==> src/sv/bounded_top_k_table_macros.svh <==
// Assertion macros for the ranking table sequencer, btk_ctrl.
// Needs a clock named aclk and an active-low reset named aresetn in the including scope.
`ifndef BOUNDED_TOP_K_TABLE_MACROS_SVH
`define BOUNDED_TOP_K_TABLE_MACROS_SVH

// A condition that must hold at every clock edge outside reset.
`define BTK_ASSERT(lbl, cond, msg) \
    lbl: assert property (@(posedge aclk) disable iff (!aresetn) (cond)) else $error(msg);

// A property with an explicit antecedent and consequent.
`define BTK_ASSERT_PROP(lbl, prop, msg) \
    lbl: assert property (@(posedge aclk) disable iff (!aresetn) prop) else $error(msg);

`endif

==> src/sv/btk_pkg.sv <==
// Shared types and constants of the bounded ranking table.
// No dependencies; used by btk_cell, btk_ctrl and bounded_top_k_table.
package btk_pkg;

    localparam int CAPACITY = 64;
    localparam int CNT_W    = $clog2(CAPACITY + 1);
    localparam int KIND_W   = 2;
    localparam int ID_W     = 64;
    localparam int SCORE_W  = 50;
    localparam int FILL_W   = 7;

    localparam int S_TDATA_W = ((ID_W + SCORE_W + 7) / 8) * 8;
    localparam int M_FIELD_W = 3 + ID_W + FILL_W + SCORE_W;
    localparam int M_TDATA_W = ((M_FIELD_W + 7) / 8) * 8;

    localparam logic [SCORE_W-1:0] LIMIT_RESET = SCORE_W'(64'd1000000000000000);

    localparam logic [KIND_W-1:0] KIND_ADD    = 2'd0;
    localparam logic [KIND_W-1:0] KIND_UPDATE = 2'd1;
    localparam logic [KIND_W-1:0] KIND_DELETE = 2'd2;

    typedef enum logic [1:0] {
        ST_IDLE,
        ST_REMOVE,
        ST_INSERT,
        ST_REPORT
    } state_t;

    typedef enum logic [1:0] {
        OP_HOLD,
        OP_REMOVE,
        OP_INSERT
    } cell_op_t;

    typedef struct packed {
        cell_op_t            op;
        logic [ID_W-1:0]     key;
        logic [SCORE_W-1:0]  score;
    } cell_cmd_t;

    typedef struct packed {
        logic                valid;
        logic [ID_W-1:0]     id;
        logic [SCORE_W-1:0]  score;
    } slot_t;

    typedef struct packed {
        logic                hit;
        logic                full;
        logic                last_ge;
        logic [ID_W-1:0]     last_id;
        logic [SCORE_W-1:0]  lowest;
    } chain_stat_t;

endpackage

==> src/sv/btk_ctrl.sv <==
// Sequencer of the ranking table: input capture, remove and insert passes, result register.
// Depends on btk_pkg and bounded_top_k_table_macros.svh.
`include "bounded_top_k_table_macros.svh"

module btk_ctrl (
    input  logic                            aclk,
    input  logic                            aresetn,
    input  logic                            cfg_wr_en,
    input  logic [btk_pkg::SCORE_W-1:0]     cfg_wr_data,
    input  logic                            s_tvalid,
    output logic                            s_tready,
    input  logic [btk_pkg::S_TDATA_W-1:0]   s_tdata,
    input  logic [btk_pkg::KIND_W-1:0]      s_tuser,
    output logic                            m_tvalid,
    input  logic                            m_tready,
    output logic [btk_pkg::M_TDATA_W-1:0]   m_tdata,
    output btk_pkg::cell_cmd_t              cmd,
    input  btk_pkg::chain_stat_t            stat
);
    import btk_pkg::*;

    state_t               state_reg, state_next;
    logic [KIND_W-1:0]    kind_reg;
    logic [ID_W-1:0]      id_reg;
    logic [SCORE_W-1:0]   score_reg;
    logic [SCORE_W-1:0]   limit_reg;
    logic [CNT_W-1:0]     count_reg;
    logic                 removed_reg, inserted_reg, evicted_reg;
    logic [ID_W-1:0]      evid_reg;
    logic                 out_valid_reg;
    logic [M_TDATA_W-1:0] out_data_reg;
    logic                 ins_ok, has_remove, has_insert, load_out;

    assign has_remove = (kind_reg == KIND_ADD) || (kind_reg == KIND_UPDATE)
                     || (kind_reg == KIND_DELETE);
    assign has_insert = (kind_reg == KIND_ADD) || (kind_reg == KIND_UPDATE);
    assign ins_ok     = (score_reg <= limit_reg) && !(stat.full && stat.last_ge);
    assign load_out   = (state_reg == ST_REPORT) && (!out_valid_reg || m_tready);

    always_comb begin
        state_next = state_reg;
        case (state_reg)
            ST_IDLE:   if (s_tvalid) state_next = ST_REMOVE;
            ST_REMOVE: state_next = ST_INSERT;
            ST_INSERT: state_next = ST_REPORT;
            ST_REPORT: if (!out_valid_reg || m_tready) state_next = ST_IDLE;
            default:   state_next = ST_IDLE;
        endcase
    end

    always_comb begin
        s_tready  = 1'b0;
        cmd.op    = OP_HOLD;
        cmd.key   = id_reg;
        cmd.score = score_reg;
        case (state_reg)
            ST_IDLE:   s_tready = 1'b1;
            ST_REMOVE: if (has_remove) cmd.op = OP_REMOVE;
            ST_INSERT: if (has_insert && ins_ok) cmd.op = OP_INSERT;
            default: begin
            end
        endcase
    end

    always_ff @(posedge aclk) begin
        if (!aresetn) begin
            state_reg     <= ST_IDLE;
            limit_reg     <= LIMIT_RESET;
            count_reg     <= '0;
            out_valid_reg <= 1'b0;
        end else begin
            state_reg <= state_next;
            if (cfg_wr_en) begin
                limit_reg <= cfg_wr_data;
            end
            if (cmd.op == OP_REMOVE && stat.hit) begin
                count_reg <= count_reg - CNT_W'(1);
            end else if (cmd.op == OP_INSERT && !stat.full) begin
                count_reg <= count_reg + CNT_W'(1);
            end
            if (load_out) begin
                out_valid_reg <= 1'b1;
            end else if (m_tready) begin
                out_valid_reg <= 1'b0;
            end
        end
    end

    always_ff @(posedge aclk) begin
        if (s_tvalid && s_tready) begin
            kind_reg     <= s_tuser;
            id_reg       <= s_tdata[ID_W-1:0];
            score_reg    <= s_tdata[ID_W +: SCORE_W];
            removed_reg  <= 1'b0;
            inserted_reg <= 1'b0;
            evicted_reg  <= 1'b0;
            evid_reg     <= '0;
        end
        if (cmd.op == OP_REMOVE) begin
            removed_reg <= stat.hit;
        end
        if (cmd.op == OP_INSERT) begin
            inserted_reg <= 1'b1;
            if (stat.full) begin
                evicted_reg <= 1'b1;
                evid_reg    <= stat.last_id;
            end
        end
        if (load_out) begin
            out_data_reg <= M_TDATA_W'({stat.lowest, FILL_W'(count_reg), evid_reg,
                                        evicted_reg, removed_reg, inserted_reg});
        end
    end

    assign m_tvalid = out_valid_reg;
    assign m_tdata  = out_data_reg;

    `BTK_ASSERT(a_count_bound, count_reg <= CNT_W'(CAPACITY), "entry count above capacity")
    `BTK_ASSERT_PROP(a_accept_starts, (s_tvalid && s_tready) |=> (state_reg == ST_REMOVE),
        "accepted item did not start the remove pass")
    `BTK_ASSERT_PROP(a_evict_inserts, (state_reg == ST_REPORT && evicted_reg) |-> inserted_reg,
        "eviction reported without an insert")
    `BTK_ASSERT_PROP(a_grow_count, (cmd.op == OP_INSERT && !stat.full) |=>
        (count_reg == $past(count_reg) + CNT_W'(1)), "insert into free slot lost the count")

endmodule

==> config.mk <==
export PLATFORM = sky130hd
export DESIGN_NAME = btk_ctrl
export DESIGN_NICKNAME = d
export VERILOG_FILES = /design/src/sv/btk_pkg.sv /design/src/sv/btk_ctrl.sv
export VERILOG_INCLUDE_DIRS = /design/src /design/src/sv
export SDC_FILE = /design/constraint.sdc
export NUM_CORES = 1
export LEC_CHECK = 0
export BUFFER_PORTS_ARGS = -buffer_cell sky130_fd_sc_hd__buf_2
export CORE_AREA = 2 2 211 213
export DETAILED_ROUTE_END_ITERATION = 16
export DIE_AREA = 0 0 213 215
export PLACE_DENSITY = 0.54
export SYNTH_ARGS = -nofsm -noshare
export SYNTH_HDL_FRONTEND = slang
export SYNTH_SLANG_ARGS = --single-unit
==> constraint.sdc <==
create_clock -name aclk -period 9.1 [get_ports aclk]
set_input_delay 1.365 -clock aclk [delete_from_list [all_inputs] [get_ports aclk]]
set_output_delay 1.365 -clock aclk [all_outputs]
set_load 0.02 [all_outputs]
* After elaboration in Yosys (flattened, before gate mapping)
Cells that the tools add are included.
Storage, ports and cells: register bits 367, input port bits 294, output and inout bits 246, logic and storage cells 62
Cells by class: $add $sub $neg 2, $lt $le $gt $ge 1, equal/unequal tests 9, multiplexer cells 19, reduce and logical (&&, ||, !) cells 19
Operator list (number):
- $mux 64 | 3
- $le 50x50->1 | 1
- $mux 7 | 2
- $mux 1 | 9
- $eq 2x2->1 const B | 4
- $pmux 2 s4 | 1
- $add 7x1->7 const B | 1
- $logic_and 1x1->1 | 7
- $sub 7x1->7 const B | 1
- $eq 2x1->1 const B | 3
- $mux 2 | 3
- $reduce_bool 2->1 | 3
- $logic_not 2->1 | 2
- $pmux 2 s2 | 1
- $logic_not 1->1 | 3
- $logic_or 1x1->1 | 3
- $ne 2x1->1 const B | 1
- $ne 2x2->1 const B | 1
- $reduce_and 2->1 | 1

* Longest topological paths before layout
depth after elaboration 10, mapped depth 19, mapped depth without buffers 19

* Least setup slack after synthesis
Ideal clock, no wire load.
path type input -> register, start point in m_tready, end point reg out_data_reg[0], in the netlist m_tdata[0] (enable), setup time 0.623 ns, arrival time 6.903 ns, required time 8.477 ns, slack 1.574 ns, stages on the path 2, path buffers 0, cells stage by stage nor2b_1 > nor2b_1
Between the ends: cells in the longest elaborated chain, start to end 2
RTL lines:
- start: declaration | RTL line btk_ctrl.sv:15 | input logic m_tready,
- $logic_or 1x1->1 | RTL line btk_ctrl.sv:38 | assign load_out = (state_reg == ST_REPORT) && (!out_valid_reg || m_tready);
- $logic_and 1x1->1 | RTL line btk_ctrl.sv:38
- via load_out | RTL line btk_ctrl.sv:32 | logic ins_ok, has_remove, has_insert, load_out;
- end signal: assignment | RTL line btk_ctrl.sv:110 | out_data_reg <= M_TDATA_W'({stat.lowest, FILL_W'(count_reg), evid_reg,
- end: declaration | RTL line btk_ctrl.sv:31 | logic [M_TDATA_W-1:0] out_data_reg;
The timed path passes the listed nets, and every way through them passes these cells. A chain may end at the register's enable or synchronous reset.

==> results.md <==
- Area grow syn2layout: 34.8%
- Max Fclk: 0.213 GHz
- Maximum vdd ir drop: 203 uV
- Fin crit period: 4690 ps
- Pwr Density: 269 mW/mm2
- Via count: 9083
- Least-Margin Pin Slew: 1160 ps
- Final period util: 51.5%
- Status: finished, final reports clean
- CTS Hold Buffers Added: 0
- Slew Viols, Final: 0
- Worst Hold Class: register to register
- CTS max path bufs: 3
- Syn. warnings: 0
- Reg clk slew, reported paths: 60 ps
- I/O pin count: 540
- Final Setup Violations: 0
- Final net count: 1864
- CTS root buffer: clkbuf_16
- Post-layout worst setup margin: 4410 ps
- Setup TNS: 0 ps
- CTS tree: built
- Adder-Cell Fraction of Synth Area: 5.56%
- Tot GR Track Use: 15.1%
- Final Skew: 19.3 ps
- Vias in the first global route: 9216
- Synthesized flop and latch total: 367
- TritonCTS Buffers: 41
- Die W: 213 um
- Antenna violations before repair: 11
- Max FO, Critical Path: 5
- Synth Area in Simple Gates: 6.97%
- Largest register FFs: 124
- Seq/Total Area, Yosys: 71.5%
- Startpoint class of the critical path: register
- Post-Synthesis Cells: 962
- Compound-Gate Fraction of Synth Area: 3.22%
- Kind of critical path: register to output port
- Hold slack final: 419 ps
- Met2 WL post-DR: 17200 um
- Die Y: 215 um
- Starting DRC count in detailed routing: 338
- CTS-repair resized insts: 0
- Placement Setup Slack: 4530 ps
- Drt total wl: 35700 um
- Ys flop type: edfxtp_1
- Antenna-violating nets left: 0
- Largest family of logic cells by synthesized area: multiplexers
- Core area: 0.0436 mm2
- Max-cap violations: 0
- Required @ worst endpoint: 7740 ps
- Endpoint type of the worst setup path: output port
- Filler instances: 4171
- Synth Cell Area: 0.0136 mm2
- Async set-reset flop share out of synthesis: 0%
- Vias/cell: 4.25
- Gp weighted congestion: 0.774
- RSZ-0062 raised after global routing: no
- Grt ovf: 0
- Max H-tree Level: 2
- EDFF count, synth: 241
- Final Hold Fails: 0
- Site Rows: 77
- Initial Util: 31.3%
- First-pass GRT wire length: 52400 um
- Highest Signal Layer: met5
- Largest net degree at the start of global routing: 80
- Static Leak: 0.00846 uW
- Synth cell types: 44
- DR WL/cell: 16.7 um
- Syn Area/Cell: 14.2 um2
- Postcts setup bufs: 0
- Clock sinks: 367
- Mux share of post-synthesis cell area: 7.74%
- DP HPWL: 26700 um
- First drt pass iteration count: 4
- Drt drc: 0
- Die area: 0.0458 mm2
- PortBufs: 529
- Worst-skew pair later-pin latency: 550 ps
- Critical Path AT: 3330 ps
- Share of cells above drive strength 1: 39.3%
- Routed length on met3: 3900 um
- Slew HR: 22.6%
- Post-Synth XOR/XNOR Area: 0.128%
- WL met1: 13900 um
==> synth_stat cells, types with 6 or more instances <==
master / count / share of area [%]
nand2_1: 114 / 3.1
o211ai_1: 21 / 1.2
nor2b_1: 35 / 1.6
edfxtp_1: 241 / 53
dfxtp_1: 126 / 18
buf_6: 6 / 0.50
nand4_1: 11 / 0.50
a21oi_1: 25 / 0.92
ha_1: 59 / 5.4
inv_1: 124 / 3.4
clkbuf_1: 22 / 0.61
mux2i_1: 103 / 7.6
nor2_1: 10 / 0.28
o21ai_0: 9 / 0.33
==> layout make-up <==
cell class	instances	area [um2]	share of cell area (%)
timing repair buffer	535	2700	14.7
multi-input combinational	440	3250	17.7
clock inverter	20	304	1.65
sequential	367	9760	53.1
tap	592	741	4.03
inverter	125	473	2.57
clock buffer	56	1150	6.28
antenna	4	10.0	0.0544
==> metal layers <==
metal | up-vias | track usage [%]
li1 | 4432 | -
met1 | 4196 | 17.0
met2 | 385 | 25.6
met3 | 58 | 6.96
met4 | 12 | 3.73
met5 | - | 0
==> worst max-delay path, cell delays in order (launching register included) <==
cell and delay, ps:
edfxtp_1 440, ha_1 350, nand4_1 150, nor3_1 70
a22o_1 240, a2111oi_0 730, o211ai_1 170, o21a_2 320
clkinv_2 110, buf_2 200
==> cells by family (layout without fill, tap and decap cells) <==
group	count (synthesis)	in the layout
AO/OA/AOI/OAI	70	70
other	1	8
XOR/XNOR	2	2
AND/OR/NAND/NOR	199	199
buffers and inverters	158	736
flip-flops	367	367
adder cells (fa/ha/maj)	60	60
multiplexers	105	105
==> where the power goes <==
group          switching, uW  total [uW]  internal, uW
combinational            673         976           303
sequential              99.3        2200          2110
clock                    656        1770          1120
total                   1430        4950          3530
==> worst paths after layout <==
check                startpoint  slack [ps]  depth (start not counted)      endpoint
setup / recovery  score_reg[29]        4410                          9      cmd[115]
hold / removal      removed_reg         420                          0    m_tdata[1]
setup reg to reg  score_reg[29]        4690                         17  count_reg[6]
hold reg to reg     removed_reg         420                          0    m_tdata[1]
==> metrics by stage <==
stage / cell area (um2) / std cells / total power (uW) / util [%]
2_1_floorplan: 13700 / 965 / 2850 / -
3_3_place_gp: 16900 / 2059 / 3230 / 38.8
3_5_place_dp: 16900 / 2059 / 3240 / 38.8
4_1_cts: 18400 / 2135 / 5050 / 42.1
5_1_grt: 18400 / 2137 / 5200 / 42.1
6_report: 18400 / 2139 / 4950 / 42.1
==> cell usage in the layout (no fill, tap or decap), drive strengths merged, types with 3 or more instances in the layout <==
cell type and instances:
clkinv 10, nor3 5, nor2 10, mux2i 104, dfxtp 126, nor2b 35, nand4 12, inv 126
nand2b 5, o21ai 11, conb 4, buf 535, edfxtp 241, diode 4, a21oi 25, nand2 114
clkbuf 56, o211ai 21, bufinv 8, a21o 3, nand3 6, ha 59, o21a 3, and2 5
No activity file was read; power rests on OpenSTA's default activity.
