===== config.mk =====
export PLATFORM = sky130hd
export DESIGN_NAME = btk_cell
export DESIGN_NICKNAME = d
export VERILOG_FILES = /design/src/sv/bounded_top_k_table_macros.svh /design/src/sv/btk_pkg.sv /design/src/sv/btk_cell.sv
export SDC_FILE = /design/constraint.sdc
export NUM_CORES = 1
export LEC_CHECK = 0
export ABC_AREA = 1
export BUFFER_PORTS_ARGS = -buffer_cell sky130_fd_sc_hd__buf_2
export CAP_MARGIN = 20
export CORE_AREA = 4 4 181 183
export DETAILED_ROUTE_END_ITERATION = 16
export DIE_AREA = 0 0 185 187
export SYNTH_ARGS = -nofsm -noshare
export SYNTH_HDL_FRONTEND = slang
export SYNTH_SLANG_ARGS = --single-unit

===== constraint.sdc =====
create_clock -name aclk -period 5.98 [get_ports aclk]
set_input_delay 0.598 -clock aclk [delete_from_list [all_inputs] [get_ports aclk]]
set_output_delay 0.598 -clock aclk [all_outputs]
set_load 0.02 [all_outputs]

===== src/sv/bounded_top_k_table_macros.svh =====
// Assertion macros for the ranking table sequencer, btk_ctrl.
// Needs a clock named aclk and an active-low reset named aresetn in the including scope.
`ifndef BOUNDED_TOP_K_TABLE_MACROS_SVH
`define BOUNDED_TOP_K_TABLE_MACROS_SVH

// A condition that must hold at every clock edge outside reset.
`define BTK_ASSERT(lbl, cond, msg) \
    lbl: assert property (@(posedge aclk) disable iff (!aresetn) (cond)) else $error(msg);

// A property with an explicit antecedent and consequent.
`define BTK_ASSERT_PROP(lbl, prop, msg) \
    lbl: assert property (@(posedge aclk) disable iff (!aresetn) prop) else $error(msg);

`endif


===== src/sv/btk_pkg.sv =====
// Shared types and constants of the bounded ranking table.
// No dependencies; used by btk_cell, btk_ctrl and bounded_top_k_table.
package btk_pkg;

    localparam int CAPACITY = 64;
    localparam int CNT_W    = $clog2(CAPACITY + 1);
    localparam int KIND_W   = 2;
    localparam int ID_W     = 64;
    localparam int SCORE_W  = 50;
    localparam int FILL_W   = 7;

    localparam int S_TDATA_W = ((ID_W + SCORE_W + 7) / 8) * 8;
    localparam int M_FIELD_W = 3 + ID_W + FILL_W + SCORE_W;
    localparam int M_TDATA_W = ((M_FIELD_W + 7) / 8) * 8;

    localparam logic [SCORE_W-1:0] LIMIT_RESET = SCORE_W'(64'd1000000000000000);

    localparam logic [KIND_W-1:0] KIND_ADD    = 2'd0;
    localparam logic [KIND_W-1:0] KIND_UPDATE = 2'd1;
    localparam logic [KIND_W-1:0] KIND_DELETE = 2'd2;

    typedef enum logic [1:0] {
        ST_IDLE,
        ST_REMOVE,
        ST_INSERT,
        ST_REPORT
    } state_t;

    typedef enum logic [1:0] {
        OP_HOLD,
        OP_REMOVE,
        OP_INSERT
    } cell_op_t;

    typedef struct packed {
        cell_op_t            op;
        logic [ID_W-1:0]     key;
        logic [SCORE_W-1:0]  score;
    } cell_cmd_t;

    typedef struct packed {
        logic                valid;
        logic [ID_W-1:0]     id;
        logic [SCORE_W-1:0]  score;
    } slot_t;

    typedef struct packed {
        logic                hit;
        logic                full;
        logic                last_ge;
        logic [ID_W-1:0]     last_id;
        logic [SCORE_W-1:0]  lowest;
    } chain_stat_t;

endpackage


===== src/sv/btk_cell.sv =====
// One slot of the ranking chain: holds an entry and trades it with its neighbors.
// Depends on btk_pkg.
module btk_cell (
    input  logic               aclk,
    input  logic               aresetn,
    input  btk_pkg::cell_cmd_t cmd,
    input  btk_pkg::slot_t     prev_slot,
    input  logic               prev_ge,
    input  btk_pkg::slot_t     next_slot,
    input  logic               hit_in,
    output btk_pkg::slot_t     slot,
    output logic               ge,
    output logic               hit_out
);
    import btk_pkg::*;

    logic                valid_reg, valid_next;
    logic [ID_W-1:0]     id_reg, id_next;
    logic [SCORE_W-1:0]  score_reg, score_next;

    // The entries are sorted, so ge forms a run of ones from the head.
    assign ge      = valid_reg && (score_reg >= cmd.score);
    assign hit_out = hit_in || (valid_reg && (id_reg == cmd.key));
    assign slot    = '{valid: valid_reg, id: id_reg, score: score_reg};

    always_comb begin
        valid_next = valid_reg;
        id_next    = id_reg;
        score_next = score_reg;
        case (cmd.op)
            OP_REMOVE: begin
                // At or below the matching slot everything moves up by one.
                if (hit_out) begin
                    valid_next = next_slot.valid;
                    id_next    = next_slot.id;
                    score_next = next_slot.score;
                end
            end
            OP_INSERT: begin
                if (!ge) begin
                    if (prev_ge) begin
                        valid_next = 1'b1;
                        id_next    = cmd.key;
                        score_next = cmd.score;
                    end else begin
                        valid_next = prev_slot.valid;
                        id_next    = prev_slot.id;
                        score_next = prev_slot.score;
                    end
                end
            end
            default: begin
            end
        endcase
    end

    always_ff @(posedge aclk) begin
        if (!aresetn) begin
            valid_reg <= 1'b0;
        end else begin
            valid_reg <= valid_next;
        end
    end

    always_ff @(posedge aclk) begin
        id_reg    <= id_next;
        score_reg <= score_next;
    end

endmodule


* Yosys cells after proc, flatten, opt, wreduce, memory -nomap -nowiden *
Cells that the tools add are included.

storage, ports and cells
  flip-flop bits (word level) = 115
  input port bits = 350
  logic and storage cells = 26

operators by class
  magnitude comparators = 1
  equality and inequality tests = 5
  muxes and demuxes = 12
  reductions and logical operators = 5

operators by type and width
  cell                                                              number
  64-bit 2-to-1 mux                                                 3
  50-bit 2-to-1 mux                                                 3
  64-bit case mux with 2 select lines                               1
  50-bit case mux with 2 select lines                               1
  64-bit == test                                                    1
  50-bit greater-or-equal comparator                                1
  2-bit != test (second input constant)                             2
  1-bit 2-to-1 mux                                                  3
  3-bit AND reduction                                               1
  2-bit by 1-bit == test with 1-bit output (second input constant)  1
  2-bit == test (second input constant)                             1
  1-bit logical AND                                                 2
  1-bit case mux with 2 select lines                                1
  2-bit nonzero test                                                1
  1-bit logical OR                                                  1

* Logic depth before layout (Yosys ltp) *
Gate-level depths: netlist of the first run.

  word-level depth = 5
  gate-level depth with buffers = 16
  mapped depth without buffers = 16

* Worst setup path before layout of the first run *
No wires, ideal clock.

  kind = input to register
  start point = input cmd[33] in the netlist's numbering
  end point = register id_reg[0] (enable)
  arrival = 3,510 ps
  path slack = 1,451 ps
  cell stages on the path = 13
  path buffers = 0
  path through = inv_1 > ha_1 > nand2_1 > inv_1 > nand2_1 > nor3_1 > nand3_1 > nor2_1 > nand2_1 > nand3_1 > nand2_1 > nand2_1 > nand2_1

between the ends
  cells in the longest elaborated chain, start to end = 4

RTL lines
  element                               line            source
  start, declared                       btk_cell.sv:6   input btk_pkg::cell_cmd_t cmd,
  50-bit greater-or-equal comparator    btk_cell.sv:22  assign ge = valid_reg && (score_reg >= cmd.score);
  1-bit logical AND                     btk_cell.sv:22
  2-bit != test (no source line)        n/a
  3-bit AND reduction (no source line)  n/a
  end signal, assigned                  btk_cell.sv:66  id_reg <= id_next;
  end, declared                         btk_cell.sv:18  logic [ID_W-1:0] id_reg, id_next;

No other way between the ends.
A chain may end at the register's enable or synchronous reset.

* Worst setup path after layout of the first run *
  start point = register score_reg[23]
  end point = register id_reg[47] (enable)

between the ends
  cells in the longest elaborated chain, start to end = 4

RTL lines
  element                               line            source
  start, declared                       btk_cell.sv:19  logic [SCORE_W-1:0] score_reg, score_next;
  start signal, assigned                btk_cell.sv:67  score_reg <= score_next;
  50-bit greater-or-equal comparator    btk_cell.sv:22
  1-bit logical AND                     btk_cell.sv:22
  2-bit != test (no source line)        n/a
  3-bit AND reduction (no source line)  n/a

No other way between the ends.

==> results of run 1 <==
## Yosys cell counts (all sizes together), types with 2 or more instances
master,instances
a21o,3
a21oi,244
buf,25
clkbuf,25
edfxtp,114
ha,50
inv,168
nand2,332
nand3,12
nand4,2
nor2,203
o21ai,10
or2,4
xnor2,9
## cell type report
| cell class | instances | area, um^2 | share of cell area |
|---|---|---|---|
| clock buffers | 17 | 425 | 0.0364 |
| clock inverters | 15 | 156 | 0.0134 |
| flip-flops and latches | 115 | 3440 | 0.294 |
| well taps | 402 | 503 | 0.0430 |
| repair buffers | 472 | 2380 | 0.203 |
| diodes | 2 | 5.00 | 0.000428 |
| inverters | 169 | 639 | 0.0546 |
| multi-input cells | 872 | 4150 | 0.355 |
## routing by layer
layer | vias to the layer above | global-route usage
li1 | 4757 | -
met1 | 4248 | 0.210
met2 | 374 | 0.313
met3 | 59 | 0.0401
met4 | 0 | 0.0678
met5 | - | 0
## where the power goes
part           internal (uW)  switching, uW  total [uW]
clock network            617            417        1030
registers                970           38.7        1010
logic                    241            398         639
## cell families after synthesis
group / count (synthesis) / share of synthesized area
AO/OA/AOI/OAI: 258 / 0.154
XOR/XNOR: 9 / 0.00936
adder cells (fa/ha/maj): 50 / 0.0743
buffers and inverters: 219 / 0.100
flip-flops: 115 / 0.409
AND/OR/NAND/NOR: 555 / 0.253
## final timing paths
check                           slack [ns]          start    endpoint
worst max-delay path                  2.89  score_reg[23]  id_reg[47]
worst max register to register        2.89  score_reg[23]  id_reg[47]
worst min-delay path                  0.49        aresetn   valid_reg
worst min register to register        0.79      valid_reg   valid_reg
## worst max-delay path, cell delays in order (launching register included)
cell      delay (ns)
edfxtp_1        0.42
ha_1            0.32
a21oi_1         0.26
nor2_1          0.07
nor2_1          0.13
nand2_1         0.07
nand2_1         0.06
nand2_1         0.04
nand2_1         0.05
nand3_1         0.07
nand2_1         0.07
nand2_1         0.10
nand2_4         0.30
buf_4           0.64
## through the flow
step	total power (uW)	instance area, um^2	hold slack, ns	worst slack, ns
3_5_place_dp	1670	11100	0.812	2.53
6_report	2680	11700	0.490	2.89
3_3_place_gp	1660	11100	0.821	2.57
2_1_floorplan	1380	8420	0.562	1.45
4_1_cts	2720	11700	0.467	2.79
5_1_grt	2840	11700	0.474	2.62
==> impl_metrics.json, run 1 <==
{
  "status": "complete, no violations",
  "cts_buffers": 17,
  "boundaryPins": 467,
  "area_growth_pct": 38.9,
  "routedLengthMet1_mm": 13.2,
  "fin_util": 0.375,
  "clk_pin_slew_ns": 0.07,
  "hpwl_mm": 25.9,
  "critPathCaptureType": "flop",
  "placement.io_buffers": 466,
  "cts_max_level": 4,
  "cts.sinks": 115,
  "syn_inst": 1206,
  "start_util": 0.270,
  "synthArstFlopShare": 0,
  "drt-pass1-iter-count": 5,
  "ant_nets": 0,
  "cts_resized": 0,
  "syn_nets": 1606,
  "routed_via_density": 4.57,
  "instances_no_fill": 2064,
  "ys_ff_latch": 115,
  "ys_seq_area_frac": 0.409,
  "whs_path_depth": 3,
  "grt_first_pass_wirelength_mm": 48.4,
  "p_leak_uw": 0.00618,
  "grt-ovfl-total": 0,
  "synthFlopType": "edfxtp_1",
  "die_h_um": 187,
  "syn-cell-area_mm2": 0.00842,
  "worst-setup-path-type": "flop to flop",
  "cp_data_arrival_time_ns": 3.13,
  "drtIter0Drc": 489,
  "fmax_mhz": 324,
  "slew_violations": 0,
  "die_area_mm2": 0.0346,
  "p_per_area_mw_per_mm2": 229,
  "finClkSkew_ns": 0.0198,
  "finalHoldViolCount": 0,
  "dr_total_vias": 9438,
  "core_mm2": 0.0312,
  "routed_wl_mm": 32.6,
  "synth_top_area_frac": 0.406,
  "finalCriticalPeriod_ns": 3.09,
  "hold_buffers": 0,
  "cp_max_fo": 54,
  "post-cts-setup-buffer-count": 0,
  "ir_drop_mv": 0.170,
  "yosysWarnings": 0,
  "grt_max_degree": 73,
  "cts_buffer_depth": 2,
  "synth_area_leaders": "edfxtp_1 41%, nand2_1 15%, a21oi_1 14%",
  "drt-wirelength-per-cell_um": 15.8,
  "reg2reg_depth": 13,
  "finalCritPeriodShare": 0.516,
  "fillers": 3379,
  "critical_path_required_ns": 6.02,
  "dp_cells": 2030,
  "relSlewSlack": 0.475,
  "place.gp.congestion": 0.896,
  "wl_met3_mm": 2.08,
  "route.met2.wl_mm": 16.2,
  "syn_avg_cell_area_um2": 6.99,
  "synth_top_cell_by_area": "edfxtp_1",
  "final_cell_mix": "465 x buf_2, 328 x nand2_1, 244 x a21oi_1",
  "cp-start-kind": "flop",
  "clk_latency_ns": 0.42,
  "drc": 0,
  "synth.distinct_cells": 25,
  "worstMarginPinSlew_ns": 0.787,
  "grt.total_usage": 0.178,
  "first_global_vias": 9233,
  "antenna_found_initial": 2,
  "layout-drive-gt1-share": 0.309,
  "hold_class": "input port to flop",
  "clockRootBuffer": "clkbuf_16",
  "final_common_cell": "buf_2",
  "core.rowCount": 65,
  "largest_reg_flops": 64,
  "rsz0062_at_grt": "false",
  "nNetsFinal": 2047,
  "synth_edf_count": 114,
  "tritoncts": "yes",
  "cap_violations": 0,
  "highest_layer": "met4",
  "setup_viol": 0,
  "fin_setup_tns_ns": 0,
  "die_width_um": 185
}
No activity file was read; power rests on OpenSTA's default activity.
==> inputs of run 2 (changes only) <==
==> constraint.sdc (replaced) <==
create_clock -name aclk -period 3 [get_ports aclk]
set_input_delay 0.3 -clock aclk [delete_from_list [all_inputs] [get_ports aclk]]
set_output_delay 0.3 -clock aclk [all_outputs]
set_load 0.02 [all_outputs]
==> impl_metrics.json, run 2 (synthesized netlist as in run 1, its figures left out) <==
{
  "power_switching_uw": 1710,
  "die_width_um": 185,
  "cp_data_arrival_time_ns": 2.43,
  "p_total_uw": 5290,
  "routed_via_density": 4.56,
  "crit_chain": "ha_1, nand2_1, nor2_1, nand2_2, inv_1, nand3_1, nor2_1, nand2_1, nand3_1, nand2_1, inv_1, buf_2",
  "clockPowerShare": 0.374,
  "grt_max_degree": 116,
  "grt.total_usage": 0.177,
  "status": "complete, no violations",
  "finClkSkew_ns": 0.0145,
  "p_sw_frac": 0.323,
  "reg2reg_depth": 13,
  "p_comb_frac": 0.247,
  "clk_latency_ns": 0.42,
  "cp_max_fo": 2,
  "routed_wl_mm": 32.8,
  "worst-setup-path-type": "flop to output port",
  "p_leak_uw": 0.00621,
  "final_cell_mix": "465 x buf_2, 327 x nand2_1, 244 x a21oi_1",
  "drtIter0Drc": 462,
  "r2r_setup_slack_ns": 0.52,
  "area_growth_pct": 39.8,
  "hold_buffers": 0,
  "grt_first_pass_wirelength_mm": 48.0,
  "worstHoldStart": "aresetn",
  "drt-pass1-iter-count": 5,
  "finalHoldViolCount": 0,
  "critPathSlowestCell": "edfxtp_1",
  "worst_path_largest_cell_delay_ns": 0.40,
  "relSlewSlack": 0.519,
  "r2r_start": "score_reg[49]",
  "finalCriticalPeriod_ns": 2.73,
  "cp-start-kind": "flop",
  "largest_reg_flops": 64,
  "cp_common_cell": "nand2_1",
  "regToRegEndpoint": "score_reg[8]",
  "cts_buffers": 17,
  "final_common_cell": "buf_2",
  "dr_total_vias": 9416,
  "setup_viol": 0,
  "boundaryPins": 467,
  "critical_path_required_ns": 2.70,
  "fin_setup_tns_ns": 0,
  "holdPathEnd": "valid_reg",
  "fmax_mhz": 367,
  "rsz0062_at_grt": "false",
  "instances_no_fill": 2066,
  "die_area_mm2": 0.0346,
  "clockRootBuffer": "clkbuf_16",
  "tritoncts": "yes",
  "drc": 0,
  "start_util": 0.270,
  "clk_pin_slew_ns": 0.06,
  "cts.sinks": 115,
  "placement.io_buffers": 466,
  "layout-drive-gt1-share": 0.311,
  "grt-ovfl-total": 0,
  "sequentialPowerShare": 0.380,
  "cts_buffer_depth": 2,
  "die_h_um": 187,
  "core.rowCount": 65,
  "finalInstanceArea_mm2": 0.0118,
  "core_mm2": 0.0312,
  "nNetsFinal": 2050,
  "dp_cells": 2033,
  "worstMarginPinSlew_ns": 0.722,
  "cts_max_level": 4,
  "hold_class": "input port to flop",
  "post-cts-setup-buffer-count": 0,
  "first_global_vias": 9115,
  "critPathCaptureType": "output port",
  "drt-wirelength-per-cell_um": 15.9,
  "place.gp.congestion": 0.910,
  "antenna_found_initial": 2,
  "finalCritPeriodShare": 0.909,
  "cap_violations": 0,
  "placed_area_mm2": 0.0112,
  "ir_drop_mv": 0.348,
  "fillers": 3352,
  "p_per_area_mw_per_mm2": 449,
  "p_int_uw": 3580,
  "ant_nets": 0,
  "slew_violations": 0,
  "whs_path_depth": 3,
  "hpwl_mm": 26.2
}
run 2: cell count changes in the layout (fill, tap and decap cells not counted):
cell        previous run  this run
buf_12                 0         6
buf_4                  7         4
bufinv_16              2         1
clkbuf_1               0         1
clkinv_1               2         1
clkinv_4               3         2
clkinvlp_4             3         5
diode_2                2         1
nand2_1              328       327
nand2_2                2         3
nor2_1               203       202
nor2_2                 0         1
run 2: critical path: cells and delay by family (launching register included):
family / cells / cell delay [ns]
buffers and inverters: 3 / 0.38
AND/OR/NAND/NOR: 8 / 0.94
flip-flops: 1 / 0.40
adder cells (fa/ha/maj): 1 / 0.31
run 2: cell type report:
| cell class | instances | area, um^2 | area share |
|---|---|---|---|
| multi-input cells | 872 | 4150 | 0.353 |
| flip-flops and latches | 115 | 3440 | 0.292 |
| repair buffers | 475 | 2480 | 0.210 |
| inverters | 169 | 639 | 0.0543 |
| well taps | 402 | 503 | 0.0427 |
| clock buffers | 18 | 429 | 0.0364 |
| clock inverters | 14 | 129 | 0.0109 |
| diodes | 1 | 2.50 | 0.000212 |
run 2: how the worst max path moves through the flow:
stage                   endpoint  slack (ns)          start
global route                  ge       0.005  score_reg[49]
detailed placement  score_reg[4]        0.33        cmd[48]
global placement       id_reg[1]        0.32        cmd[48]
CTS                           ge        0.08  score_reg[49]
finish                        ge        0.27  score_reg[49]
floorplan              id_reg[0]        0.31  score_reg[17]
run 2: power groups by stage:
stage                     clock network, uW  registers [uW]  logic [uW]
after floorplan                           0            2180         567
after CTS                              2060            2010        1320
final                                  1980            2010        1300
after detailed placement                  0            2040        1310
after global placement                    0            2030        1300
after global routing                   2120            2020        1460
run 2: through the flow:
| stage | worst slack [ns] | util | hold slack [ns] |
|---|---|---|---|
| 3_3_place_gp | 0.321 | 0.359 | 0.551 |
| 2_1_floorplan | 0.311 | - | 0.426 |
| 4_1_cts | 0.0805 | 0.377 | 0.100 |
| 5_1_grt | 0.00458 | 0.377 | 0.110 |
| 6_report | 0.274 | 0.377 | 0.119 |
| 3_5_place_dp | 0.329 | 0.359 | 0.553 |
run 2: metal layers:
layer	up-vias	track usage	routed length, um
met5	-	0	7
met4	2	0.0615	911
met3	49	0.0352	2250
met2	375	0.318	16400
met1	4235	0.208	13200
li1	4755	-	-
run 2: repair_timing:
action                                  CTS  global route
endpoints found under the setup margin    0             1
endpoints found under the hold margin     0             0
gates resized for setup                   0             2
